--- config.mk ---
export PLATFORM = sky130hd
export DESIGN_NAME = sspa_decode
export DESIGN_NICKNAME = d
export VERILOG_FILES = /design/src/hdl/assert_macros.svh /design/src/hdl/sspa_pkg.sv /design/src/hdl/sspa_decode.sv
export SDC_FILE = /design/constraint.sdc
export NUM_CORES = 1
export LEC_CHECK = 0
export BUFFER_PORTS_ARGS = -buffer_cell sky130_fd_sc_hd__clkbuf_2
export CORE_MARGIN = 1.5
export CORE_UTILIZATION = 35
export DETAILED_ROUTE_END_ITERATION = 10
export GPL_TIMING_DRIVEN = 0
export MAX_ROUTING_LAYER = met4
export SYNTH_ARGS = -nofsm -noshare
export SYNTH_HDL_FRONTEND = slang
export SYNTH_SLANG_ARGS = --single-unit
--- constraint.sdc ---
create_clock -name vclk -period 3.55
set_input_delay 0.5325 -clock vclk [all_inputs]
set_output_delay 0.5325 -clock vclk [all_outputs]
set_load 0.05 [all_outputs]
--- src/hdl/assert_macros.svh ---
// Assertion macros shared by the allocator RTL.
// Included by every file that carries concurrent assertions; expects i_clk and i_rst_n in scope.
`ifndef ASSERT_MACROS_SVH
`define ASSERT_MACROS_SVH

// Same-cycle implication, checked outside reset.
`define SSPA_ASSERT_IMP(lbl, ante, cons, msg) \
    lbl: assert property (@(posedge i_clk) disable iff (!i_rst_n) (ante) |-> (cons)) \
        else $error(msg);

// Next-cycle implication, checked outside reset.
`define SSPA_ASSERT_NXT(lbl, ante, cons, msg) \
    lbl: assert property (@(posedge i_clk) disable iff (!i_rst_n) (ante) |=> (cons)) \
        else $error(msg);

`endif

--- src/hdl/sspa_pkg.sv ---
// Package for the square slot pool allocator: sizes, codes, types and helpers.
// Used by every module of the block; depends on nothing else.
package sspa_pkg;

    localparam int MAX_TEX_LOG2  = 8;
    localparam int MIN_SLOT      = 4;
    localparam int MAX_POOLS     = 8;

    localparam int MIN_LOG2      = $clog2(MIN_SLOT);
    localparam int POOL_CAP_LOG2 = 2 * (MAX_TEX_LOG2 - MIN_LOG2);
    localparam int SLOT_W        = POOL_CAP_LOG2;
    localparam int WORD_W        = 32;
    localparam int BIT_W         = $clog2(WORD_W);
    localparam int WPOOL_W       = POOL_CAP_LOG2 - BIT_W;
    localparam int POOL_W        = (MAX_POOLS > 1) ? $clog2(MAX_POOLS) : 1;
    localparam int ADDR_W        = POOL_W + WPOOL_W;
    localparam int PCNT_W        = $clog2(MAX_POOLS + 1);
    localparam int D_W           = $clog2(MAX_TEX_LOG2 - MIN_LOG2 + 1);
    localparam int USED_W        = $clog2(MAX_POOLS * (1 << POOL_CAP_LOG2) + 1);
    localparam int TEXL_W        = 4;
    localparam int WK_W          = WPOOL_W + 1;

    localparam logic [TEXL_W-1:0] TEX_RESET  = TEXL_W'(MAX_TEX_LOG2);
    localparam logic [TEXL_W-1:0] TEX_LIMIT  = TEXL_W'(MAX_TEX_LOG2);
    localparam logic [TEXL_W-1:0] SL_MIN     = TEXL_W'(MIN_LOG2);
    localparam logic [PCNT_W-1:0] POOL_LIMIT = PCNT_W'(MAX_POOLS);

    typedef enum logic [1:0] {
        ACT_ALLOC = 2'd0,
        ACT_FREE  = 2'd1,
        ACT_CLEAR = 2'd2,
        ACT_BAD   = 2'd3
    } t_action;

    typedef enum logic [1:0] {
        ST_OK         = 2'd0,
        ST_BAD_REQ    = 2'd1,
        ST_NO_POOL    = 2'd2,
        ST_BAD_HANDLE = 2'd3
    } t_status;

    typedef enum logic [3:0] {
        S_IDLE,
        S_DECODE,
        S_PSEARCH,
        S_CLEAR,
        S_TAKE_RD,
        S_TAKE_WR,
        S_SCAN,
        S_FREE_CHK,
        S_FINISH
    } t_state;

    typedef struct packed {
        logic                bad;
        logic [TEXL_W-1:0]   sl;
        logic [D_W-1:0]      d;
    } t_req_info;

    typedef struct packed {
        logic                en;
        logic                we;
        logic [ADDR_W-1:0]   addr;
        logic [WORD_W-1:0]   wdata;
    } t_mem_cmd;

    typedef struct packed {
        logic                found;
        logic [BIT_W-1:0]    pos;
    } t_scan_res;

    // Mask of slot indices below the slot count 4^d.
    function automatic logic [SLOT_W-1:0] slot_mask(input logic [D_W-1:0] d);
        logic [SLOT_W:0] one;
        one = (SLOT_W + 1)'(1) << {d, 1'b0};
        return SLOT_W'(one - (SLOT_W + 1)'(1));
    endfunction

    // Bits of a bitmap word that belong to real slots (all of them once a pool fills a word).
    function automatic logic [WORD_W-1:0] word_valid(input logic [SLOT_W-1:0] nmask);
        logic [WORD_W:0] t;
        t = (WORD_W + 1)'(1) << ((BIT_W + 1)'(nmask[BIT_W-1:0]) + (BIT_W + 1)'(1));
        return WORD_W'(t - (WORD_W + 1)'(1));
    endfunction

endpackage

--- src/hdl/sspa_decode.sv ---
// Request checker: validates an alloc tile edge and derives the slot size.
// Depends on sspa_pkg.
module sspa_decode (
    input  logic [11:0]                    i_width,
    input  logic [11:0]                    i_height,
    input  logic [sspa_pkg::TEXL_W-1:0]    i_tex_log2,
    output sspa_pkg::t_req_info            o_info
);
    import sspa_pkg::*;

    logic [12:0]       edge_px;
    logic [TEXL_W-1:0] wl;
    logic [TEXL_W-1:0] sl;
    logic [TEXL_W-1:0] diff;
    logic              shape_bad;

    always_comb begin
        wl = '0;
        for (int i = 0; i < 12; i++) begin
            if (i_width[i]) begin
                wl = TEXL_W'(i);
            end
        end
    end

    always_comb begin
        edge_px   = 13'd1 << i_tex_log2;
        shape_bad = (i_width != i_height) || (i_width == 12'd0) ||
                    ((i_width & (i_width - 12'd1)) != 12'd0) ||
                    ({1'b0, i_width} > edge_px);
        sl        = (wl < SL_MIN) ? SL_MIN : wl;
        diff      = i_tex_log2 - sl;
        o_info.bad = shape_bad || (sl > i_tex_log2);
        o_info.sl  = sl;
        o_info.d   = diff[D_W-1:0];
    end

endmodule

==> summary.txt, run 1 <==
Setup path
  – Worst-path maximum fanout: 6
  – Worst EP required: 3020 ps
  – Crit path kind: input port to output port
  – Critical Path AT: 2740 ps
  – CP Launch Point: i_width[5]
  – Worst setup EP type: output port
  – Startpoint Class: input port

STA
  – Relative slew margins: 63.6%
  – Unrepaired setup endpoints after global routing: false
  – Final setup TNS: 0 ps
  – Final Critical Period: 3280 ps
  – Final setup vio count: 0
  – Slew Viols, Final: 0
  – Max Freq: 305 MHz
  – Final period util: 92.3%
  – Final hold vios: 0
  – Worst Max-Slew Pin Slew: 541 ps

Routing
  – Routed Antenna Nets: 0
  – Overall routed net length: 2480 um
  – Initial DRC Count: 31
  – Via count: 1022
  – Residual DRC: 0
  – First-pass iteration count of the detailed router: 4
  – WL/cell: 13.2 um
  – DR vias/cell: 5.47

Floorplanning
  – Die area: 2730 um^2
  – Core area: 2250 um^2
  – Starting Density: 37.7%
  – Core Rows: 17
  – Die Span Y: 52.3 um
  – Die width: 52.3 um
  – I/O pin cnt: 36

Logic synthesis
  – Post-synthesis cell count: 123
  – Share of Yosys cell area claimed by the top area cell type: 25.0%
  – Syn_nets: 169
  – Ranking of synthesized cells by area: ha_1, xor2_1, nor2_1
  – Netlist cell types: 37
  – Seq/Total Area, Yosys: 0%
  – Ys Warns: 0
  – Post-Syn Area per Cell: 6.91 um^2
  – Synth area leader: ha_1
  – Mapped Area: 850 um^2

Clock tree
  – Hold Buf Count CTS: 0
  – Post-CTS setup buffers: 0
  – Post-cts gate resize count: 0

Layout
  – Post-Layout Cell Count: 187
  – Footprint of the multi-input gates: 830 um^2
  – Layout cell share with drive strength beyond 1: 27.0%
  – Sequential cells: 0
  – Reg area: 0 um^2
  – Synth-to-layout area growth: 27.0%
  – Number of diodes: 0
  – # fillers: 247
  – Nets: 207
  – Clkbuf count: 0

Place
  – Routability cong.: 0.906
  – Placed cell count: 187
  – Post-DP HPWL: 2190 um
  – IO buf count: 36

GRT
  – Global route overflow: 0
  – GRT Util Overall: 19.0%
  – First-pass GRT wire length: 3980 um
  – Vias in the first global route: 972
  – Antenna violations before repair: 0
  – Largest net degree at the start of global routing: 9

Worst hold path
  – Hold Path Origin: i_width[9]
  – Min-delay worst type: input port to output port
  – Worst Hold Depth: 3

Job
  – Max-cap violations: 0

Pwr
  – Leakage Power: 0.513 nW
  – Peak VDD IR: 0.0000863 V
  – PwrDens: 134 nW/um^2

Status
  – Status: complete, no violations
==> worst paths after layout <==
kind	slack (ps)	to
setup / recovery	270	o_info[7]
hold / removal	1610	o_info[4]
==> Yosys cell counts (all sizes together) <==
master   count
ha          17
nor2        16
nand2       10
xor2        10
a21oi        9
inv          9
nand3        7
nor4         6
nand4        4
nor2b        4
or2          3
a21o         2
nand2b       2
o21ai        2
o31ai        2
a211oi       1
a222oi       1
a31oi        1
a32oi        1
a41oi        1
and2b        1
and4         1
fa           1
maj3         1
nor3         1
nor3b        1
o2111ai      1
o211ai       1
o21bai       1
o22ai        1
o311a        1
o31a         1
or3          1
or4          1
xnor2        1
==> per-layer routing <==
metal / routed length, um / vias up / global-route usage (%)
met2: 1200 / 38 / 36.3
met1: 1100 / 448 / 22.7
met4: 14 / 0 / 1.71
li1: - / 534 / -
met5: 0 / - / -
met3: 170 / 2 / 1.14
==> report_power, final <==
part	switching, mW	internal, mW	total (mW)
clock network	0	0	0
logic	0.0929	0.0515	0.144
registers	0	0	0
total	0.0929	0.0515	0.144
==> cell type report <==
cell class,count,share of cell area (%)
well taps,28,3.25
repair buffers,36,16.7
inverters,9,3.13
multi-input cells,114,76.9
==> cells in the final DEF (no fill, tap or decap), types with 2 or more instances in the layout <==
cell,Yosys,final
clkbuf_2,0,36
ha_1,17,17
nor2_1,16,15
nand2_1,10,10
xor2_1,10,10
inv_1,9,9
a21oi_1,9,9
nand3_1,7,7
nor2b_1,4,4
nor4_1,5,4
nand4_1,4,4
or2_2,2,2
nor4_2,1,2
o21ai_0,2,2
a21o_1,2,2
nand2b_1,2,2
==> per-stage QoR <==
stage                     hold WS (ps)  cell area, um^2  util, %  power (mW)  worst slack (ps)
after detailed placement          1610             1070     47.6       0.144              28.4
after floorplan                   1260              857        -      0.0909              -238
after global placement            1610             1070     47.6       0.139              78.7
after CTS                         1610             1070     47.6       0.145              21.6
final                             1610             1080     47.8       0.144               273
after global routing              1650             1080     47.8       0.161              67.1
==> critical path, cell delays in order <==
cell	delay [ps]
clkbuf_2	150
nor4_2	520
a21oi_1	110
o21ai_0	140
a21oi_1	130
ha_1	300
and4_1	180
a21oi_1	60
nor4_2	260
nand4_1	100
clkbuf_2	250
==> kinds of logic (layout without fill, tap and decap cells) <==
group | count (synthesis) | in the layout | synth area share (%)
compound gates | 26 | 26 | 20.6
xor+xnor | 11 | 11 | 11.3
simple gates | 58 | 58 | 35.5
fa+ha+maj | 19 | 19 | 28.6
buf+inv | 9 | 45 | 3.98
No activity file was read; power rests on OpenSTA's default activity.
==> run 2: changes to the inputs <==
clock period = 3.8 ns   (was 3.55 ns; I/O delays follow)
==> run 2 against run 1 <==
Net effect:
- sequential cell count unchanged
- first-iteration DRC count down 6.5%
- die area unchanged
- final cell count unchanged
- worst setup slack got worse by 44 ps
- total power shrank 6.9%
==> summary.txt, run 2 (same netlist as run 1, synthesis figures left out) <==
Setup path
  – Worst EP required: 3230 ps (+210 ps)
  – Worst setup EP type: output port
  – Critical Path AT: 3000 ps (+260 ps)
  – Crit path kind: input port to output port
  – Startpoint Class: input port
  – Worst-path maximum fanout: 6 (unchanged)

Pwr
  – PwrDens: 125 nW/um^2 (-6.3%)
  – Peak VDD IR: 0.0000806 V (-6.6%)
  – Power, Total: 0.134 mW (-6.9%)
  – Leakage Power: 0.513 nW (about the same)

Layout
  – Layout cell share with drive strength beyond 1: 26.4% (-0.63 points)
  – Post-Layout Cell Count: 187 (unchanged)
  – Clkbuf count: 0 (unchanged)
  – Design area: 1070 um^2 (-0.58%)
  – Nets: 207 (unchanged)
  – Most frequent cells in the layout: clkbuf_2, ha_1, nor2_1, nand2_1, xor2_1
  – Sequential cells: 0 (unchanged)
  – Synth-to-layout area growth: 26.2%
  – # fillers: 247 (unchanged)
  – Reg area: 0 um^2 (unchanged)
  – Commonest non-fill, non-tap cell in the layout: clkbuf_2
  – Number of diodes: 0 (unchanged)

Job
  – Max-cap violations: 0 (unchanged)

Routing
  – Via count: 1023 (+0.098%)
  – Initial DRC Count: 29 (-6.5%)
  – WL/cell: 13.2 um (-0.57%)
  – First-pass iteration count of the detailed router: 4 (unchanged)
  – Routed Antenna Nets: 0 (unchanged)
  – DR vias/cell: 5.47 (about the same)
  – Residual DRC: 0 (unchanged)
  – Overall routed net length: 2460 um (-0.57%)

Worst hold path
  – Min-delay worst type: input port to output port

STA
  – Slew Viols, Final: 0 (unchanged)
  – Unrepaired setup endpoints after global routing: false
  – Relative slew margins: 46.6% (-17 points)
  – Final hold vios: 0 (unchanged)
  – Max Freq: 280 MHz
  – Worst Max-Slew Pin Slew: 793 ps (+252 ps)
  – Slack of the critical path: 229 ps (-44.0 ps)
  – Hold_ws: 1690 ps (+72.6 ps)
  – Final Critical Period: 3570 ps
  – Final setup vio count: 0 (unchanged)
  – Final period util: 94.0%

Floorplanning
  – Die area: 2730 um^2 (unchanged)
  – Die Span Y: 52.3 um (unchanged)
  – Core area: 2250 um^2 (unchanged)
  – I/O pin cnt: 36 (unchanged)
  – Die width: 52.3 um (unchanged)
  – Core Rows: 17 (unchanged)
  – Starting Density: 37.7% (unchanged)

GRT
  – Antenna violations before repair: 0 (unchanged)
  – GRT Util Overall: 19.0% (unchanged)
  – Largest net degree at the start of global routing: 9 (unchanged)
  – Vias in the first global route: 972 (unchanged)
  – First-pass GRT wire length: 3980 um (unchanged)
  – Global route overflow: 0 (unchanged)

Place
  – IO buf count: 36 (unchanged)
  – Placed cell count: 187 (unchanged)
  – DP Area: 1070 um^2 (unchanged)
  – Post-DP HPWL: 2190 um (unchanged)
  – Worst slack, placed: 203 ps (+175 ps)
  – Routability cong.: 0.906 (unchanged)

Clock tree
  – Post-CTS setup buffers: 0 (unchanged)
  – Hold Buf Count CTS: 0 (unchanged)
  – Post-cts gate resize count: 0 (unchanged)

Status
  – Status: complete, no violations
==> run 2: cell types whose count changed in the layout (fill, tap and decap cells not counted) <==
| cell | before | now |
|---|---|---|
| nor4_1 | 4 | 5 |
| nor4_2 | 2 | 1 |
==> run 2: metal layers <==
layer | track usage (%) | vias up | routed length, um
li1 | - | 533 | -
met1 | 22.7 | 451 | 1110
met2 | 36.3 | 35 | 1180
met3 | 1.14 | 4 | 156
met4 | 1.71 | 0 | 19
met5 | - | - | 0
==> run 2: stage by stage <==
step,util [%],setup TNS (ps)
global placement,47.6,0
CTS,47.6,0
floorplan,-,-109
finish,47.6,0
global route,47.6,0
detailed placement,47.6,0
==> run 2: critical path: stages <==
cell and delay (ps):
clkbuf_2 140, nor4_1 720, a21oi_1 120, o21ai_0 150, a21oi_1 130, ha_1 310
and4_1 180, a21oi_1 60, nor4_2 260, nand4_1 100, clkbuf_2 250
==> run 2: power breakdown <==
part	internal [mW]	switching [mW]
clock network	0	0
registers	0	0
logic	0.0480	0.0864
==> run 2: final cells by class <==
class                           count  area (um^2)  area share (%)
Inverter                            9         33.8            3.15
Timing Repair Buffer               36          180            16.8
Multi-Input combinational cell    114          823            76.8
Tap cell                           28         35.0            3.27
==> run 2: path summary, 6_finish.rpt <==
kind	start	to	depth (start not counted)
hold / removal	i_width[9]	o_info[4]	3
setup / recovery	i_width[5]	o_info[7]	11
